## src/sv/jitp_pkg.sv

```systemverilog
package jitp_pkg;

    localparam int VALUE_WIDTH_DEF = 64;
    localparam int QUEUE_DEPTH     = 4;
    localparam int QUEUE_AW        = $clog2(QUEUE_DEPTH);
    localparam int QUEUE_CW        = $clog2(QUEUE_DEPTH + 1);

    localparam logic [2:0] KIND_UDEC = 3'd0;
    localparam logic [2:0] KIND_HEX  = 3'd1;
    localparam logic [2:0] KIND_S8   = 3'd2;
    localparam logic [2:0] KIND_S32  = 3'd3;
    localparam logic [2:0] KIND_S64  = 3'd4;

    localparam logic [7:0] CH_SPACE = 8'h20;
    localparam logic [7:0] CH_TAB   = 8'h09;
    localparam logic [7:0] CH_LF    = 8'h0A;
    localparam logic [7:0] CH_CR    = 8'h0D;
    localparam logic [7:0] CH_MINUS = 8'h2D;
    localparam logic [7:0] CH_QUOTE = 8'h22;
    localparam logic [7:0] CH_ZERO  = 8'h30;
    localparam logic [7:0] CH_NINE  = 8'h39;
    localparam logic [7:0] CH_LA    = 8'h61;
    localparam logic [7:0] CH_LF_A  = 8'h66;
    localparam logic [7:0] CH_UA    = 8'h41;
    localparam logic [7:0] CH_UF_A  = 8'h46;
    localparam logic [7:0] CH_LX    = 8'h78;
    localparam logic [7:0] CH_UX    = 8'h58;

    typedef enum logic [2:0] {
        CLS_WS,
        CLS_MINUS,
        CLS_QUOTE,
        CLS_ZERO,
        CLS_DIGIT,
        CLS_HEXALPHA,
        CLS_X,
        CLS_OTHER
    } t_cls;

    typedef struct packed {
        t_cls       cls;
        logic [3:0] nib;
        logic       last;
    } t_req;

    typedef enum logic [3:0] {
        PH_WS,
        PH_SIGN,
        PH_ZERO,
        PH_DIG,
        PH_HQ,
        PH_H0,
        PH_HX,
        PH_HDIG,
        PH_HEND,
        PH_ERR
    } t_phase;

    typedef enum logic [2:0] {
        ST_OK,
        ST_NODIGITS,
        ST_LEADZERO,
        ST_BADCHAR,
        ST_RANGE
    } t_status;

    typedef struct packed {
        t_phase  phase;
        logic    minus;
        t_status err;
    } t_snap;

    function automatic logic kind_signed(input logic [2:0] kind);
        return (kind == KIND_S8) || (kind == KIND_S32) || (kind == KIND_S64);
    endfunction

    // largest decimal magnitude for the kind, capped at vw bits
    function automatic logic [63:0] dec_limit(input logic [2:0] kind, input logic minus,
                                              input int vw);
        int          w;
        logic [63:0] neg;
        if (!kind_signed(kind)) begin
            return {64{1'b1}} >> (64 - vw);
        end
        w = (kind == KIND_S8) ? 8 : ((kind == KIND_S32) ? 32 : 64);
        if (w > vw) begin
            w = vw;
        end
        neg = 64'd1 << (w - 1);
        return minus ? neg : (neg - 64'd1);
    endfunction

endpackage

```

## src/sv/jitp_front.sv

```systemverilog
module jitp_front (
    input  logic              i_valid,
    input  logic [7:0]        i_char_byte,
    input  logic              i_token_end,
    input  logic              i_full,
    output logic              o_stall,
    output logic              o_push,
    output jitp_pkg::t_req    o_req
);

    jitp_pkg::t_cls cls;
    logic [3:0]     nib;

    always_comb begin
        cls = jitp_pkg::CLS_OTHER;
        nib = 4'd0;
        priority if (i_char_byte == jitp_pkg::CH_SPACE || i_char_byte == jitp_pkg::CH_TAB ||
                     i_char_byte == jitp_pkg::CH_LF || i_char_byte == jitp_pkg::CH_CR) begin
            cls = jitp_pkg::CLS_WS;
        end else if (i_char_byte == jitp_pkg::CH_MINUS) begin
            cls = jitp_pkg::CLS_MINUS;
        end else if (i_char_byte == jitp_pkg::CH_QUOTE) begin
            cls = jitp_pkg::CLS_QUOTE;
        end else if (i_char_byte == jitp_pkg::CH_ZERO) begin
            cls = jitp_pkg::CLS_ZERO;
        end else if (i_char_byte > jitp_pkg::CH_ZERO && i_char_byte <= jitp_pkg::CH_NINE) begin
            cls = jitp_pkg::CLS_DIGIT;
            nib = i_char_byte[3:0];
        end else if ((i_char_byte >= jitp_pkg::CH_LA && i_char_byte <= jitp_pkg::CH_LF_A) ||
                     (i_char_byte >= jitp_pkg::CH_UA && i_char_byte <= jitp_pkg::CH_UF_A)) begin
            cls = jitp_pkg::CLS_HEXALPHA;
            nib = 4'(i_char_byte[3:0] + 4'd9);
        end else if (i_char_byte == jitp_pkg::CH_LX || i_char_byte == jitp_pkg::CH_UX) begin
            cls = jitp_pkg::CLS_X;
        end else begin
            cls = jitp_pkg::CLS_OTHER;
        end
    end

    assign o_stall    = i_full;
    assign o_push     = i_valid && !i_full;
    assign o_req.cls  = cls;
    assign o_req.nib  = nib;
    assign o_req.last = i_token_end;

endmodule

```

## src/sv/jitp_queue.sv

```systemverilog
module jitp_queue (
    input  logic              i_clk,
    input  logic              i_rst_n,
    input  logic              i_push,
    input  jitp_pkg::t_req    i_req,
    input  logic              i_pop,
    output logic              o_full,
    output logic              o_valid,
    output jitp_pkg::t_req    o_req
);

    localparam int D  = jitp_pkg::QUEUE_DEPTH;
    localparam int AW = jitp_pkg::QUEUE_AW;
    localparam int CW = jitp_pkg::QUEUE_CW;

    jitp_pkg::t_req r_mem [D];
    logic [AW-1:0]  r_wr_ptr;
    logic [AW-1:0]  r_rd_ptr;
    logic [CW-1:0]  r_count;
    logic [AW-1:0]  n_wr_ptr;
    logic [AW-1:0]  n_rd_ptr;

    assign n_wr_ptr = (r_wr_ptr == AW'(D - 1)) ? '0 : AW'(r_wr_ptr + 1'b1);
    assign n_rd_ptr = (r_rd_ptr == AW'(D - 1)) ? '0 : AW'(r_rd_ptr + 1'b1);

    always_ff @(posedge i_clk) begin
        if (!i_rst_n) begin
            r_wr_ptr <= '0;
            r_rd_ptr <= '0;
            r_count  <= '0;
        end else begin
            if (i_push) begin
                r_wr_ptr <= n_wr_ptr;
            end
            if (i_pop) begin
                r_rd_ptr <= n_rd_ptr;
            end
            if (i_push && !i_pop) begin
                r_count <= CW'(r_count + 1'b1);
            end else if (i_pop && !i_push) begin
                r_count <= CW'(r_count - 1'b1);
            end
        end
    end

    always_ff @(posedge i_clk) begin
        if (i_push) begin
            r_mem[r_wr_ptr] <= i_req;
        end
    end

    assign o_full  = (r_count == CW'(D));
    assign o_valid = (r_count != '0);
    assign o_req   = r_mem[r_rd_ptr];

endmodule

```

## src/sv/jitp_back.sv

```systemverilog
module jitp_back #(
    parameter int VALUE_WIDTH = jitp_pkg::VALUE_WIDTH_DEF
) (
    input  logic                    i_clk,
    input  logic                    i_rst_n,
    input  logic [2:0]              i_kind,
    input  logic                    i_valid,
    input  jitp_pkg::t_req          i_req,
    input  logic                    i_fin_ready,
    output logic                    o_pop,
    output logic                    o_fin_push,
    output jitp_pkg::t_snap         o_snap,
    output logic [VALUE_WIDTH-1:0]  o_acc
);

    localparam int W  = VALUE_WIDTH;
    localparam int PW = VALUE_WIDTH + 4;

    jitp_pkg::t_phase  r_phase;
    jitp_pkg::t_phase  n_phase;
    jitp_pkg::t_status r_err;
    jitp_pkg::t_status n_err;
    logic              r_minus;
    logic              n_minus;
    logic [W-1:0]      r_acc;
    logic [W-1:0]      n_acc;

    logic [63:0]       lim64;
    logic [W-1:0]      lim_dec;
    logic [PW-1:0]     prod_dec;
    logic [PW-1:0]     prod_hex;
    logic              ovf_dec;
    logic              ovf_hex;
    logic              is_dec;
    logic              is_hex;
    logic              take_dec;
    logic              take_hex;
    logic              set_minus;
    logic              do_fail;
    jitp_pkg::t_status fail_code;

    assign lim64    = jitp_pkg::dec_limit(i_kind, r_minus, W);
    assign lim_dec  = lim64[W-1:0];
    assign prod_dec = PW'({r_acc, 3'b000}) + PW'({r_acc, 1'b0}) + PW'(i_req.nib);
    assign prod_hex = {r_acc, 4'b0000} + PW'(i_req.nib);
    assign ovf_dec  = prod_dec > PW'(lim_dec);
    assign ovf_hex  = prod_hex[PW-1:W] != '0;

    assign is_dec = (i_req.cls == jitp_pkg::CLS_ZERO) || (i_req.cls == jitp_pkg::CLS_DIGIT);
    assign is_hex = is_dec || (i_req.cls == jitp_pkg::CLS_HEXALPHA);

    assign o_pop = i_valid && (!i_req.last || i_fin_ready);

    // next phase and error latch
    always_comb begin
        n_phase   = r_phase;
        n_err     = r_err;
        take_dec  = 1'b0;
        take_hex  = 1'b0;
        set_minus = 1'b0;
        do_fail   = 1'b0;
        fail_code = jitp_pkg::ST_BADCHAR;
        unique case (r_phase)
            jitp_pkg::PH_WS: begin
                unique case (i_req.cls)
                    jitp_pkg::CLS_WS: begin
                    end
                    jitp_pkg::CLS_MINUS: begin
                        if (jitp_pkg::kind_signed(i_kind)) begin
                            set_minus = 1'b1;
                            n_phase   = jitp_pkg::PH_SIGN;
                        end else begin
                            do_fail = 1'b1;
                        end
                    end
                    jitp_pkg::CLS_QUOTE: begin
                        if (i_kind == jitp_pkg::KIND_HEX) begin
                            n_phase = jitp_pkg::PH_HQ;
                        end else begin
                            do_fail = 1'b1;
                        end
                    end
                    jitp_pkg::CLS_ZERO: begin
                        n_phase = jitp_pkg::PH_ZERO;
                    end
                    jitp_pkg::CLS_DIGIT: begin
                        if (ovf_dec) begin
                            do_fail   = 1'b1;
                            fail_code = jitp_pkg::ST_RANGE;
                        end else begin
                            take_dec = 1'b1;
                            n_phase  = jitp_pkg::PH_DIG;
                        end
                    end
                    default: begin
                        do_fail = 1'b1;
                    end
                endcase
            end
            jitp_pkg::PH_SIGN: begin
                if (i_req.cls == jitp_pkg::CLS_ZERO) begin
                    n_phase = jitp_pkg::PH_ZERO;
                end else if (i_req.cls == jitp_pkg::CLS_DIGIT) begin
                    if (ovf_dec) begin
                        do_fail   = 1'b1;
                        fail_code = jitp_pkg::ST_RANGE;
                    end else begin
                        take_dec = 1'b1;
                        n_phase  = jitp_pkg::PH_DIG;
                    end
                end else begin
                    do_fail = 1'b1;
                end
            end
            jitp_pkg::PH_ZERO: begin
                do_fail   = 1'b1;
                fail_code = is_dec ? jitp_pkg::ST_LEADZERO : jitp_pkg::ST_BADCHAR;
            end
            jitp_pkg::PH_DIG: begin
                if (is_dec) begin
                    if (ovf_dec) begin
                        do_fail   = 1'b1;
                        fail_code = jitp_pkg::ST_RANGE;
                    end else begin
                        take_dec = 1'b1;
                    end
                end else begin
                    do_fail = 1'b1;
                end
            end
            jitp_pkg::PH_HQ: begin
                if (i_req.cls == jitp_pkg::CLS_ZERO) begin
                    n_phase = jitp_pkg::PH_H0;
                end else begin
                    do_fail   = 1'b1;
                    fail_code = (i_req.cls == jitp_pkg::CLS_QUOTE) ?
                                jitp_pkg::ST_NODIGITS : jitp_pkg::ST_BADCHAR;
                end
            end
            jitp_pkg::PH_H0: begin
                if (i_req.cls == jitp_pkg::CLS_X) begin
                    n_phase = jitp_pkg::PH_HX;
                end else begin
                    do_fail   = 1'b1;
                    fail_code = (i_req.cls == jitp_pkg::CLS_QUOTE) ?
                                jitp_pkg::ST_NODIGITS : jitp_pkg::ST_BADCHAR;
                end
            end
            jitp_pkg::PH_HX, jitp_pkg::PH_HDIG: begin
                if (is_hex) begin
                    if (ovf_hex) begin
                        do_fail   = 1'b1;
                        fail_code = jitp_pkg::ST_RANGE;
                    end else begin
                        take_hex = 1'b1;
                        n_phase  = jitp_pkg::PH_HDIG;
                    end
                end else if (i_req.cls == jitp_pkg::CLS_QUOTE) begin
                    if (r_phase == jitp_pkg::PH_HDIG) begin
                        n_phase = jitp_pkg::PH_HEND;
                    end else begin
                        do_fail   = 1'b1;
                        fail_code = jitp_pkg::ST_NODIGITS;
                    end
                end else begin
                    do_fail = 1'b1;
                end
            end
            jitp_pkg::PH_HEND: begin
                do_fail = 1'b1;
            end
            default: begin
            end
        endcase
        if (do_fail) begin
            n_phase = jitp_pkg::PH_ERR;
            if (r_err == jitp_pkg::ST_OK) begin
                n_err = fail_code;
            end
        end
    end

    // accumulator and sign
    always_comb begin
        priority if (take_dec) begin
            n_acc = prod_dec[W-1:0];
        end else if (take_hex) begin
            n_acc = prod_hex[W-1:0];
        end else begin
            n_acc = r_acc;
        end
        n_minus = r_minus | set_minus;
    end

    always_ff @(posedge i_clk) begin
        if (!i_rst_n) begin
            r_phase <= jitp_pkg::PH_WS;
            r_err   <= jitp_pkg::ST_OK;
            r_minus <= 1'b0;
            r_acc   <= '0;
        end else if (o_pop) begin
            if (i_req.last) begin
                r_phase <= jitp_pkg::PH_WS;
                r_err   <= jitp_pkg::ST_OK;
                r_minus <= 1'b0;
                r_acc   <= '0;
            end else begin
                r_phase <= n_phase;
                r_err   <= n_err;
                r_minus <= n_minus;
                r_acc   <= n_acc;
            end
        end
    end

    assign o_fin_push   = o_pop && i_req.last;
    assign o_snap.phase = n_phase;
    assign o_snap.minus = n_minus;
    assign o_snap.err   = n_err;
    assign o_acc        = n_acc;

endmodule

```

## src/sv/jitp_finish.sv

```systemverilog
module jitp_finish #(
    parameter int VALUE_WIDTH = jitp_pkg::VALUE_WIDTH_DEF
) (
    input  logic                    i_clk,
    input  logic                    i_rst_n,
    input  logic [2:0]              i_kind,
    input  logic                    i_push,
    input  jitp_pkg::t_snap         i_snap,
    input  logic [VALUE_WIDTH-1:0]  i_acc,
    input  logic                    i_out_stall,
    output logic                    o_fin_ready,
    output logic                    o_out_valid,
    output logic [VALUE_WIDTH-1:0]  o_value_bits,
    output logic [2:0]              o_status_code
);

    localparam int W = VALUE_WIDTH;

    logic              r_fin_valid;
    jitp_pkg::t_snap   r_snap;
    logic [W-1:0]      r_acc;
    logic              r_out_valid;
    logic [W-1:0]      r_value;
    jitp_pkg::t_status r_status;

    logic              out_ready;
    logic [63:0]       lim64;
    logic [W-1:0]      lim;
    logic [W-1:0]      n_value;
    jitp_pkg::t_status n_status;

    assign out_ready   = !r_out_valid || !i_out_stall;
    assign o_fin_ready = !r_fin_valid || out_ready;
    assign lim64       = jitp_pkg::dec_limit(i_kind, r_snap.minus, W);
    assign lim         = lim64[W-1:0];

    always_comb begin
        n_value  = '0;
        n_status = jitp_pkg::ST_BADCHAR;
        unique case (r_snap.phase)
            jitp_pkg::PH_WS, jitp_pkg::PH_SIGN: begin
                n_status = jitp_pkg::ST_NODIGITS;
            end
            jitp_pkg::PH_ZERO, jitp_pkg::PH_DIG: begin
                if (r_snap.minus && !jitp_pkg::kind_signed(i_kind)) begin
                    n_status = jitp_pkg::ST_BADCHAR;
                end else if (r_acc > lim) begin
                    n_status = jitp_pkg::ST_RANGE;
                end else begin
                    n_status = jitp_pkg::ST_OK;
                    n_value  = r_snap.minus ? W'(-r_acc) : r_acc;
                end
            end
            jitp_pkg::PH_HEND: begin
                n_status = jitp_pkg::ST_OK;
                n_value  = r_acc;
            end
            jitp_pkg::PH_ERR: begin
                n_status = r_snap.err;
            end
            default: begin
                n_status = jitp_pkg::ST_BADCHAR;
            end
        endcase
    end

    always_ff @(posedge i_clk) begin
        if (!i_rst_n) begin
            r_fin_valid <= 1'b0;
            r_out_valid <= 1'b0;
        end else begin
            if (o_fin_ready) begin
                r_fin_valid <= i_push;
            end
            if (out_ready) begin
                r_out_valid <= r_fin_valid;
            end
        end
    end

    always_ff @(posedge i_clk) begin
        if (o_fin_ready && i_push) begin
            r_snap <= i_snap;
            r_acc  <= i_acc;
        end
        if (out_ready && r_fin_valid) begin
            r_value  <= n_value;
            r_status <= n_status;
        end
    end

    assign o_out_valid   = r_out_valid;
    assign o_value_bits  = r_value;
    assign o_status_code = r_status;

endmodule

```

## src/sv/json_integer_token_parser.sv

```systemverilog
// Channel   Valid          Stall          Payload
// input     i_in_valid     o_in_stall     i_char_byte, i_token_end
// output    o_out_valid    i_out_stall    o_value_bits, o_status_code
// config    i_cfg_we       -              i_cfg_data (number_kind)
//
// One byte per cycle while o_in_stall is low. The result of a token passes
// the queue, the digit step (multiply by 10 or 16 and add), then the range
// check and sign in the finish stage.
// Synchronous active-low reset empties the queue, clears the token state
// and sets number_kind to 0. A four-entry request queue absorbs output stalls;
// o_in_stall rises only when it is full.
module json_integer_token_parser #(
    parameter int VALUE_WIDTH = jitp_pkg::VALUE_WIDTH_DEF
) (
    input  logic                    i_clk,
    input  logic                    i_rst_n,
    input  logic                    i_cfg_we,
    input  logic [2:0]              i_cfg_data,
    input  logic                    i_in_valid,
    output logic                    o_in_stall,
    input  logic [7:0]              i_char_byte,
    input  logic                    i_token_end,
    output logic                    o_out_valid,
    input  logic                    i_out_stall,
    output logic [VALUE_WIDTH-1:0]  o_value_bits,
    output logic [2:0]              o_status_code
);

    logic [2:0]              r_kind;
    logic                    full;
    logic                    push;
    jitp_pkg::t_req          req_in;
    logic                    q_valid;
    jitp_pkg::t_req          q_req;
    logic                    pop;
    logic                    fin_ready;
    logic                    fin_push;
    jitp_pkg::t_snap         snap;
    logic [VALUE_WIDTH-1:0]  acc;

    always_ff @(posedge i_clk) begin
        if (!i_rst_n) begin
            r_kind <= jitp_pkg::KIND_UDEC;
        end else if (i_cfg_we) begin
            r_kind <= i_cfg_data;
        end
    end

    jitp_front u_front (
        .i_valid     (i_in_valid),
        .i_char_byte (i_char_byte),
        .i_token_end (i_token_end),
        .i_full      (full),
        .o_stall     (o_in_stall),
        .o_push      (push),
        .o_req       (req_in)
    );

    jitp_queue u_queue (
        .i_clk   (i_clk),
        .i_rst_n (i_rst_n),
        .i_push  (push),
        .i_req   (req_in),
        .i_pop   (pop),
        .o_full  (full),
        .o_valid (q_valid),
        .o_req   (q_req)
    );

    jitp_back #(
        .VALUE_WIDTH (VALUE_WIDTH)
    ) u_back (
        .i_clk       (i_clk),
        .i_rst_n     (i_rst_n),
        .i_kind      (r_kind),
        .i_valid     (q_valid),
        .i_req       (q_req),
        .i_fin_ready (fin_ready),
        .o_pop       (pop),
        .o_fin_push  (fin_push),
        .o_snap      (snap),
        .o_acc       (acc)
    );

    jitp_finish #(
        .VALUE_WIDTH (VALUE_WIDTH)
    ) u_finish (
        .i_clk         (i_clk),
        .i_rst_n       (i_rst_n),
        .i_kind        (r_kind),
        .i_push        (fin_push),
        .i_snap        (snap),
        .i_acc         (acc),
        .i_out_stall   (i_out_stall),
        .o_fin_ready   (fin_ready),
        .o_out_valid   (o_out_valid),
        .o_value_bits  (o_value_bits),
        .o_status_code (o_status_code)
    );

endmodule
```

## config.mk

```make
export PLATFORM = sky130hd
export DESIGN_NAME = json_integer_token_parser
export DESIGN_NICKNAME = d
export VERILOG_FILES = /design/src/sv/jitp_pkg.sv /design/src/sv/jitp_front.sv /design/src/sv/jitp_queue.sv /design/src/sv/jitp_back.sv /design/src/sv/jitp_finish.sv /design/src/sv/json_integer_token_parser.sv
export SDC_FILE = /design/constraint.sdc
export NUM_CORES = 1
export LEC_CHECK = 0
export BUFFER_PORTS_ARGS = -buffer_cell sky130_fd_sc_hd__clkbuf_2
export CORE_UTILIZATION = 61
export DETAILED_ROUTE_END_ITERATION = 12
export PLACE_DENSITY = 0.85
export SLEW_MARGIN = 0
export SYNTH_ARGS = -nofsm -noshare
export SYNTH_HDL_FRONTEND = slang
export SYNTH_SLANG_ARGS = --single-unit
export TNS_END_PERCENT = 100
```

## constraint.sdc

```tcl
create_clock -name i_clk -period 7.6 [get_ports i_clk]
set_clock_uncertainty 0.05 [all_clocks]
set_input_delay 1.52 -clock i_clk [delete_from_list [all_inputs] [get_ports i_clk]]
set_output_delay 1.52 -clock i_clk [all_outputs]
set_load 0.01 [all_outputs]
```

# ---- Word-level counts from Yosys, hierarchy flattened
# Memory sizes are Yosys's and may differ from the RTL's. A register that Yosys moved wholly into a read port is not among the register bits.
# Index checks and enable logic that the tools add are counted.
dict set report op_classes {
  add_sub_neg 11
  n_mul 0
  div_mod_pow 0
  magnitude_cmp 9
  n_eq_ne 35
  shift 1
  n_mux 96
  bitwise_logic 1
  reduce_logical 43
}
# op n
set op_table {}
lappend op_table {{$mux W64} 10}
lappend op_table {{$add A68 B4 Y68} 2}
lappend op_table {{$pmux W64 S2} 1}
lappend op_table {{$mux W32} 3}
lappend op_table {{$mux W4} 19}
lappend op_table {{$add A67 B65 Y68} 1}
lappend op_table {{$gt A68 B64 Y1} 1}
lappend op_table {{$mux W3} 22}
lappend op_table {{$gt A64 B64 Y1} 1}
lappend op_table {{$neg A64 Y64} 1}
lappend op_table {{$shl A1 B32 Y64 const A} 1}
lappend op_table {{$sub A64 B1 Y64 const B} 1}
lappend op_table {{$eq A8 B6 Y1 const B} 4}
lappend op_table {{$gt A32 B8 Y1 const B} 1}
lappend op_table {{$sub A32 B2 Y32 const B} 1}
lappend op_table {{$mux W1} 27}
lappend op_table {{$eq A8 B4 Y1 const B} 3}
lappend op_table {{$pmux W3 S7} 1}
lappend op_table {{$pmux W4 S5} 1}
lappend op_table {{$eq A4 B2 Y1 const B} 4}
lappend op_table {{$eq A4 B3 Y1 const B} 4}
lappend op_table {{$eq A8 B7 Y1 const B} 2}
lappend op_table {{$ge A8 B7 Y1 const B} 2}
lappend op_table {{$le A8 B7 Y1 const B} 2}
lappend op_table {{29 further kinds} 81}
dict set report totals {
  register_bits 223
  latch_bits 0
  ramBits 32
  romBits 0
  input_bits 17
  output_inout_bits 69
  mem_count 1
}
# name words word_bits rd rd_clocked_by_memory_dff wr line
set memory_table {}
lappend memory_table {u_queue.r_mem 4 8 1 1 1 jitp_queue.sv:16} ;# jitp_pkg::t_req r_mem [D];

# ---- Depth between registers and ports, before layout
# Gate-level depths: netlist of the first run.
dict set report depth {
  depth_word 19
  depth_mapped 30
}

# ---- Modules after synthesis
# Synthesis of the first run repeated with hierarchy kept, for this count alone.
dict set report hier_totals {
  hier_cells 2381
  area_unflattened_um2 21010.2
}
# module instances cells_per_inst area_per_inst_um2 seq_area_each_um2
set modules_own_cells {}
lappend modules_own_cells {jitp_back 1 1416 10720.3 1441.4}
lappend modules_own_cells {jitp_finish 1 821 8222.9 4214.0}
lappend modules_own_cells {jitp_queue 1 86 1616.6 1141.1}
lappend modules_own_cells {jitp_front 1 49 341.6 0.0}
lappend modules_own_cells {json_integer_token_parser 1 9 108.9 60.1}

# ---- Worst setup path after synthesis of the first run
# Ideal clock, no wire load.
dict set report synth_path {
  path_kind {input port to flip-flop}
  from {in i_out_stall}
  to {reg u_finish.r_status[0] (netlist: u_finish.o_status_code[0]), enable pin}
  setup_ns 0.594
  arrival_ns 6.404
  path_slack_ns 0.553
  path_stages 1
  path_buffers 0
  path_cell_list {a21boi_0}
}
dict set report synth_via {
  elab_chain_cells 3
}
# item line
set synth_rtl {}
lappend synth_rtl {{start: declaration} json_integer_token_parser.sv:24} ;# input logic i_out_stall,
lappend synth_rtl {{$logic_not A1 Y1} jitp_finish.sv:32} ;# assign out_ready = !r_out_valid || !i_out_stall;
lappend synth_rtl {{$logic_or A1 B1 Y1} jitp_finish.sv:32}
lappend synth_rtl {{$logic_and A1 B1 Y1} jitp_finish.sv:86} ;# if (out_ready && r_fin_valid) begin
lappend synth_rtl {{end signal: assignment} jitp_finish.sv:88} ;# r_status <= n_status;
lappend synth_rtl {{end: declaration} jitp_finish.sv:24} ;# jitp_pkg::t_status r_status;
# Every way passes these cells.
# A chain may end at the register's enable or synchronous reset.

==> results of run 1 <==
## Yosys cell counts, types with 15 or more instances
library cell  number
or3_1             41
a22o_1            66
o21a_1            15
ha_1             271
nand2_1          149
mux2_2           112
a21o_1            88
clkbuf_1          89
nand3_1           39
a31oi_1           17
nor3_1            73
dfxtp_1           86
inv_1             68
o31ai_1           19
nor2_1            99
a21oi_1          175
nor2b_1           27
o21ai_0          138
nand2b_1          16
xnor2_1           33
xor2_1            28
nand4_1           53
nor4_1            15
and3_1            26
and2_1            20
edfxtp_1         171
## layout make-up
type                    instances  area (sq um)
clock inverters                18           196
fillers                      2541         10800
repair buffers                112           674
clock buffers                  35           769
multi-input cells            1762         13400
flip-flops and latches        257          6860
inverters                      70           263
well taps                     448           561
## through the flow
| step | instances | power [mW] | util [%] | hold slack (ns) |
|---|---|---|---|---|
| after floorplan | 2197 | 3.39 | - | 0.416 |
| after global placement | 2647 | 3.90 | 64.6 | 0.427 |
| after detailed placement | 2647 | 3.98 | 64.6 | 0.448 |
| after CTS | 2700 | 5.41 | 67.5 | 0.467 |
| after global routing | 2702 | 5.72 | 67.7 | 0.491 |
| final | 2702 | 5.46 | 67.7 | 0.467 |
## how the worst max path moves through the flow
stage	startpoint	end	slack (ns)	cells after the start
global route	flip-flop	u_back.r_acc[28]$_SDFFE_PN0P_	0.0009	28
detailed placement	flip-flop	u_back.r_acc[28]$_SDFFE_PN0P_	0.12	27
global placement	flip-flop	u_back.r_acc[46]$_SDFFE_PN0P_	0.26	27
CTS	flip-flop	u_back.r_acc[18]$_SDFFE_PN0P_	0.10	27
finish	flip-flop	u_finish.r_snap[7]$_DFFE_PP_	0.36	28
floorplan	i_out_stall	u_finish.o_status_code[0]$_DFFE_PP_	0.55	1
## state kept, by name (all words and copies together), names as in the netlist, 4 cells and up, named ones only
name                   flops
u_back.r_acc              64
u_back.r_phase             4
u_finish.o_value_bits     64
u_finish.r_acc            64
u_finish.r_snap            8
u_queue.r_mem             32
## routing by layer
| layer | GRT usage, % | vias up | part of all wire, % |
|---|---|---|---|
| met3 | 4.67 | 153 | 8.7 |
| met5 | 0 | - | 0 |
| met2 | 52.2 | 875 | 46 |
| li1 | - | 8533 | - |
| met1 | 42.3 | 8760 | 42 |
| met4 | 11.9 | 0 | 3.3 |
## logic make-up after synthesis
family	count (synthesis)
buffers and inverters	178
AOI/OAI and AO/OA	667
and+or+nand+nor	622
adders and majority gates	274
other	1
DFF	257
muxes	137
xor gates and xnor gates	61
## critical path: cells and delay by family, from the launching register on
kind / cells / cell delay (ns)
mux: 1 / 0.55
buf+inv: 3 / 0.44
fa+ha+maj: 4 / 1.20
flops: 1 / 0.36
xor+xnor: 1 / 0.17
simple gates: 4 / 0.46
compound gates: 15 / 3.87
## power breakdown
part	switching (mW)	internal (mW)
registers	0.318	1.88
logic	1.18	0.652
clock network	0.601	0.829
total	2.10	3.36
## timing repair
item                                    4_1_cts  5_1_grt
resized for setup                             0       10
setup buffers                                 0        1
endpoints found under the setup margin        0      140
==> results.json, run 1 <==
{
  "synth-seq-cells": 257,
  "rows": 67,
  "syn-cell-area_sq_um": 20800,
  "hold_depth": 2,
  "grt_first_pass_wirelength_mm": 90.2,
  "wirelength_mm": 57.0,
  "synth.avg_cell_area_sq_um": 9.49,
  "synth_edf_count": 171,
  "synthAdderAreaFrac_pct": 16.6,
  "drt.antenna.violating_nets": 0,
  "placed_cell_area_sq_um": 21700,
  "power.leakage_nw": 10.4,
  "die_x_microns": 187,
  "finalCritPeriodShare_pct": 95.3,
  "setup_viol_count_final": 0,
  "pwr_density_cell_nw_per_um2": 240,
  "r2r_end": "u_finish.r_snap[7]$_DFFE_PP_",
  "vdd_drop_max_v": 0.000246,
  "maxSlewHeadroom_pct": 23.1,
  "final_cell_mix": "271 x ha_1, 175 x a21oi_1, 171 x edfxtp_1, 149 x nand2_1, 134 x o21ai_0",
  "drv_slew": 0,
  "cts_root_buffer": "clkbuf_16",
  "io_pins": 86,
  "fin_ws_ns": 0.361,
  "synth_top_family_by_area": "compound AO/OA/AOI/OAI gates",
  "fin_crit_ns": 7.24,
  "fmax_ghz": 0.138,
  "muxShareOfSynthArea_pct": 7.75,
  "place_congestion": 1.00,
  "antenna_found_initial": 0,
  "cpPeakStageDelay_ns": 0.64,
  "start_util_pct": 62.1,
  "clockBufferDepth": 3,
  "endpoint_kind": "flip-flop",
  "crit_path_start_kind": "flip-flop",
  "num_vias": 18321,
  "grt-ovfl-total": 0,
  "drt_iter0_drc": 1767,
  "place_ws_ns": 0.118,
  "wl_per_cell_microns": 21.1,
  "min_from": "u_queue.r_rd_ptr[1]$_SDFFE_PN0P_",
  "fin_area_sq_um": 22700,
  "ys.flop_type": "edfxtp_1",
  "fin_nets": 2523,
  "setup_tns_ns": 0,
  "synth_area_leader_cell": "edfxtp_1",
  "clk_latency_ns": 0.58,
  "diodes": 0,
  "htreeDepth": 1,
  "cts_sinks": 257,
  "synth_area_leaders": "edfxtp_1 25%, ha_1 16%, dfxtp_1 8.3%",
  "r2r_cells": 28,
  "ys_seq_area_share_pct": 32.9,
  "final_common_cell": "ha_1",
  "arrival_ns": 7.63,
  "status": "finished, final reports clean",
  "required_ns": 7.99,
  "path_max_fanout": 9,
  "die-area_sq_um": 34900,
  "firstDrtPassIters": 6,
  "synth_cell_types": 85,
  "criticalPathCategory": "flip-flop to flip-flop",
  "layout-drive-gt1-share_pct": 14.5,
  "cts_tree": "done",
  "synthToLayoutAreaGrowth_pct": 8.92,
  "reg2reg_slack_ns": 0.36,
  "synth-xor-area-share_pct": 2.56,
  "maxCapViolCount": 0,
  "dieHeight_microns": 187,
  "synth_cells": 2197,
  "hold_class": "flip-flop to flip-flop",
  "route.detailed.drc": 0,
  "cpMaxStageDelayCell": "o311ai_0",
  "hold_violations": 0,
  "tightestPinTransition_ns": 1.15,
  "synth_compound_area_share_pct": 21.2,
  "cts_buffers": 29,
  "cts_hold_buffers": 0,
  "via_per_inst": 6.78,
  "yosysWarnings": 0,
  "hold_end": "u_queue.r_rd_ptr[1]$_SDFFE_PN0P_",
  "grt_max_degree": 65,
  "track_usage_pct": 31.7,
  "synth-simple-area-share_pct": 15.7,
  "clkTransAtPathRegs_ns": 0.06,
  "rsz0062_at_grt": "false",
  "dp_hpwl_mm": 42.1,
  "grt_pass1_vias": 17230,
  "core_sq_um": 33500,
  "placement.io_buffers": 85,
  "synth.top_cell.area_share_pct": 24.6,
  "syn-num-nets": 2488,
  "synth_async_sr_flop_share_pct": 0
}
Power figures use the tool's default switching activity.
==> run 2, diff against run 1 <==
- ABC_AREA: default -> 1
==> run 2 against run 1 <==
- sequential power grew 9%
- worst setup slack gained 0.29 ns
- core utilization down 0.75 points
- design area grew 4.9%
==> results.json, run 2 <==
{
  "synth_area_leader_cell": "edfxtp_1",
  "grt_max_degree": 72,
  "final_common_cell": "nand2_1",
  "tightestPinTransition_ns": 1.18,
  "whs_ns": 0.449,
  "clockBufferDepth": 3,
  "layout-drive-gt1-share_pct": 7.64,
  "dpl.cell_count": 3576,
  "dieHeight_microns": 192,
  "cp_common_cell": "nand2_1",
  "core_sq_um": 35600,
  "antenna_found_initial": 0,
  "firstDrtPassIters": 5,
  "postLayoutCoreUtil_pct": 66.9,
  "placed_cell_area_sq_um": 22900,
  "finalCritPeriodShare_pct": 91.5,
  "hold_violations": 0,
  "wirelength_mm": 66.6,
  "final_cell_mix": "994 x nand2_1, 329 x inv_1, 271 x ha_1, 249 x nor2_1, 239 x a21oi_1",
  "synth.top_cell.area_share_pct": 23.3,
  "route.detailed.drc": 0,
  "io_pins": 86,
  "setup_viol_count_final": 0,
  "power.leakage_nw": 11.9,
  "ys.flop_type": "edfxtp_1",
  "crit_path_start_kind": "flip-flop",
  "yosysWarnings": 0,
  "place_congestion": 0.980,
  "start_util_pct": 61.9,
  "cts_tree": "done",
  "yosys-top-cells-count": "995 x nand2_1, 330 x inv_1, 271 x ha_1, 250 x nor2_1, 241 x a21oi_1",
  "syn-num-nets": 3372,
  "grt_first_pass_wirelength_mm": 104,
  "cts_sinks": 257,
  "synth_cells": 3081,
  "vdd_drop_max_v": 0.000344,
  "drv_slew": 0,
  "drt.antenna.violating_nets": 0,
  "via_per_inst": 5.89,
  "cpMaxStageDelayCell": "fa_1",
  "syn-cell-area_sq_um": 22000,
  "finalPower_mw": 6.50,
  "placement.io_buffers": 85,
  "pwr_density_cell_nw_per_um2": 273,
  "clk_latency_ns": 0.59,
  "synth-seq-cells": 257,
  "die-area_sq_um": 36900,
  "synth.avg_cell_area_sq_um": 7.15,
  "maxCapViolCount": 0,
  "synthToLayoutAreaGrowth_pct": 8.16,
  "rows": 69,
  "critPathBufInv": 8,
  "required_ns": 8.03,
  "grt-ovfl-total": 0,
  "num_vias": 21374,
  "path_max_fanout": 30,
  "setup_tns_ns": 0,
  "ys_seq_area_share_pct": 31.1,
  "fin_nets": 3437,
  "grt_pass1_vias": 20036,
  "place_ws_ns": 0.506,
  "die_x_microns": 192,
  "maxSlewHeadroom_pct": 21.2,
  "synth_most_common_cell": "nand2_1",
  "synth_edf_count": 171,
  "htreeDepth": 1,
  "final_cells": 3630,
  "synth_cell_types": 60,
  "cpPeakStageDelay_ns": 0.52,
  "synth_area_leaders": "edfxtp_1 23%, nand2_1 17%, ha_1 15%",
  "nFillCells": 3073,
  "drt_iter0_drc": 2040,
  "track_usage_pct": 36.1,
  "diodes": 0,
  "fmax_ghz": 0.144,
  "fin_ws_ns": 0.649,
  "cts_buffers": 29,
  "clkTransAtPathRegs_ns": 0.06,
  "fin_area_sq_um": 23800,
  "dp_hpwl_mm": 51.3,
  "rsz0062_at_grt": "false",
  "wl_per_cell_microns": 18.4,
  "cts_root_buffer": "clkbuf_16",
  "endpoint_kind": "flip-flop",
  "fin_crit_ns": 6.95,
  "cts_hold_buffers": 0,
  "critical-path-top-delay-family": "simple AND/OR/NAND/NOR gates",
  "hold_class": "flip-flop to flip-flop",
  "synth_async_sr_flop_share_pct": 0,
  "status": "finished, final reports clean",
  "arrival_ns": 7.38,
  "criticalPathCategory": "flip-flop to flip-flop"
}
run 2: logic make-up (layout without fill, tap and decap cells):
group | after synthesis | in the layout | synth area share [%]
fa+ha+maj | 274 | 274 | 15.7
flops | 257 | 257 | 31.1
simple gates | 1493 | 1493 | 27.6
xor+xnor | 112 | 112 | 4.46
other cells | 1 | 1 | 0.0170
compound gates | 513 | 513 | 13.3
buf+inv | 431 | 519 | 7.77
run 2: area by class of cell:
cell class | instances | area [sq um] | area share, %
multi-input cells | 2393 | 13500 | 56.6
flip-flops and latches | 257 | 6860 | 28.8
inverters | 359 | 1350 | 5.66
clock buffers | 32 | 747 | 3.14
repair buffers | 106 | 621 | 2.61
well taps | 461 | 577 | 2.42
clock inverters | 22 | 176 | 0.741
run 2: report_power, final:
| part | switching (mW) | internal [mW] | leakage, nW |
|---|---|---|---|
| clock | 0.601 | 0.777 | 0.449 |
| combinational | 1.92 | 0.821 | 9.17 |
| sequential | 0.401 | 1.99 | 2.32 |
| total | 2.92 | 3.58 | 11.9 |
run 2: per-layer routing:
metal / GRT usage, % / routed length, microns / vias up
li1: - / - / 10386
met1: 48.8 / 28200 / 9912
met2: 58.3 / 30000 / 951
met3: 6.10 / 6420 / 125
met4: 12.1 / 2020 / 0
met5: 0 / 0 / -
run 2: worst register-to-register path, delay by kind of cell (launching register included):
family          cells  cell delay (ns)
compound gates      8             1.55
fa+ha+maj           3             1.24
simple gates       22             2.22
flops               1             0.49
buf+inv             8             1.31
run 2: final timing paths:
check	start	to	slack (ns)	cells after the start
worst min register to register	u_finish.r_fin_valid$_SDFFE_PN0P_	u_finish.r_fin_valid$_SDFFE_PN0P_	0.45	2
worst min-delay path	u_finish.r_fin_valid$_SDFFE_PN0P_	u_finish.r_fin_valid$_SDFFE_PN0P_	0.45	2
worst max-delay path	flip-flop	u_back.r_acc[53]$_SDFFE_PN0P_	0.65	41
worst max register to register	flip-flop	u_back.r_acc[53]$_SDFFE_PN0P_	0.65	41
run 2: repair_timing:
item | 4_1_cts | 5_1_grt
setup endpoints to repair | 0 | 45
setup buffers | 0 | 0
resized for setup | 0 | 1
==> run 3, diff against run 2 <==
- clock period: 7.6 -> 8.8 ns (I/O delays scaled with it)
==> run 3 against run 2 <==
- flip-flop and latch count did not move
- sequential share of layout area is 0.14 points higher
- first-iteration DRC count increased by 19%
- via count rose by 0.35%
==> results.json, run 3 (synthesis gave the netlist of run 2 again) <==
{
  "start_util_pct": 61.9,
  "placed_cell_area_sq_um": 22800,
  "fin_crit_ns": 7.73,
  "place_congestion": 0.980,
  "rsz0062_at_grt": "false",
  "critical-path-top-delay-family": "simple AND/OR/NAND/NOR gates",
  "setup_viol_count_final": 0,
  "final_common_cell": "nand2_1",
  "p_clk_share_pct": 20.3,
  "clockBufferDepth": 3,
  "postCtsSetupRepairBufs": 0,
  "rows": 69,
  "pwr_density_cell_nw_per_um2": 233,
  "p_sw_share_pct": 45.2,
  "dpl.cell_count": 3573,
  "criticalPathCategory": "flip-flop to flip-flop",
  "arrival_ns": 8.01,
  "synthToLayoutAreaGrowth_pct": 7.62,
  "comb_power_share_pct": 42.7,
  "io_pins": 86,
  "cts_root_buffer": "clkbuf_16",
  "drt.antenna.violating_nets": 0,
  "num_vias": 21448,
  "maxCapViolCount": 0,
  "route.detailed.drc": 0,
  "clkTransAtPathRegs_ns": 0.07,
  "die-area_sq_um": 36900,
  "path_max_fanout": 46,
  "cts_buffers": 27,
  "ctsResizeCount": 0,
  "hold_class": "flip-flop to flip-flop",
  "final_cell_mix": "994 x nand2_1, 329 x inv_1, 271 x ha_1, 249 x nor2_1, 239 x a21oi_1",
  "grt_pass1_vias": 19719,
  "core_sq_um": 35600,
  "cpPeakStageDelay_ns": 0.67,
  "postLayoutCoreUtil_pct": 66.6,
  "endpoint_kind": "flip-flop",
  "wirelength_mm": 66.3,
  "power.leakage_nw": 11.9,
  "grt_first_pass_wirelength_mm": 103,
  "htreeDepth": 1,
  "via_per_inst": 5.92,
  "cpMaxStageDelayCell": "dfxtp_1",
  "cts_hold_buffers": 0,
  "hold_violations": 0,
  "fin_nets": 3432,
  "fin_area_sq_um": 23700,
  "fin_ws_ns": 1.07,
  "finalPower_mw": 5.51,
  "p_int_mw": 3.02,
  "power.switching_mw": 2.49,
  "wl_per_cell_microns": 18.3,
  "cts_sinks": 257,
  "fmax_ghz": 0.129,
  "crit_path_start_kind": "flip-flop",
  "critPathBufInv": 7,
  "required_ns": 9.08,
  "grt_max_degree": 73,
  "dp_hpwl_mm": 51.9,
  "dieHeight_microns": 192,
  "drv_slew": 0,
  "cp_common_cell": "nand2_1",
  "final_cells": 3623,
  "status": "finished, final reports clean",
  "cts_tree": "done",
  "clk_latency_ns": 0.58,
  "maxSlewHeadroom_pct": 34.1,
  "diodes": 0,
  "place_ws_ns": 1.19,
  "setup_tns_ns": 0,
  "whs_ns": 0.442,
  "seq_power_share_pct": 37.0,
  "layout-drive-gt1-share_pct": 7.53,
  "grt-ovfl-total": 0,
  "finalCritPeriodShare_pct": 87.8,
  "antenna_found_initial": 0,
  "drt_iter0_drc": 2428,
  "track_usage_pct": 35.5,
  "die_x_microns": 192,
  "placement.io_buffers": 85,
  "vdd_drop_max_v": 0.000281,
  "firstDrtPassIters": 6,
  "tightestPinTransition_ns": 0.988
}
[run 3: cell count changes in the layout (fill, tap and decap cells not counted), sizes merged]
cell      delta
buf          -3
bufinv       -1
clkbuf       -2
clkinvlp     -3
inv          +2
[run 3: cell type report]
class,count,area [sq um]
Fill cell,3084,11900
Inverter,359,1350
Clock buffer,30,697
Sequential cell,257,6860
Multi-Input combinational cell,2393,13500
Clock inverter,20,158
Timing Repair Buffer,103,573
Tap cell,461,577
[run 3: worst paths after layout]
| check | start | to | slack [ns] | cells after the start |
|---|---|---|---|---|
| max | flip-flop | u_finish.r_acc[54]$_DFFE_PP_ | 1.07 | 39 |
| min | u_finish.r_fin_valid$_SDFFE_PN0P_ | u_finish.r_fin_valid$_SDFFE_PN0P_ | 0.44 | 2 |
| max reg2reg | flip-flop | u_finish.r_acc[54]$_DFFE_PP_ | 1.07 | 39 |
| min reg2reg | u_finish.r_fin_valid$_SDFFE_PN0P_ | u_finish.r_fin_valid$_SDFFE_PN0P_ | 0.44 | 2 |
[run 3: worst reg2reg max path, delay by kind of cell (launching register included)]
kind | cells | cell delay (ns)
flip-flops | 1 | 0.67
buffers and inverters | 7 | 1.38
AO/OA/AOI/OAI | 6 | 1.86
AND/OR/NAND/NOR | 22 | 2.34
adder cells (fa/ha/maj) | 4 | 1.22
[run 3: power by group through the flow]
stage / logic (mW) / registers [mW] / clock network, mW
after floorplan: 1.62 / 1.98 / 0
after global placement: 2.21 / 2.03 / 0
after detailed placement: 2.30 / 2.05 / 0
after CTS: 2.30 / 2.02 / 1.13
after global routing: 2.59 / 2.07 / 1.16
final: 2.35 / 2.04 / 1.12
[run 3: routing by layer]
layer	part of all wire (%)	vias to the layer above	GRT usage, %
li1	-	10340	-
met1	44	9844	51.5
met2	43	1121	54.4
met3	9.8	143	4.71
met4	3.0	0	11.7
met5	0	-	0
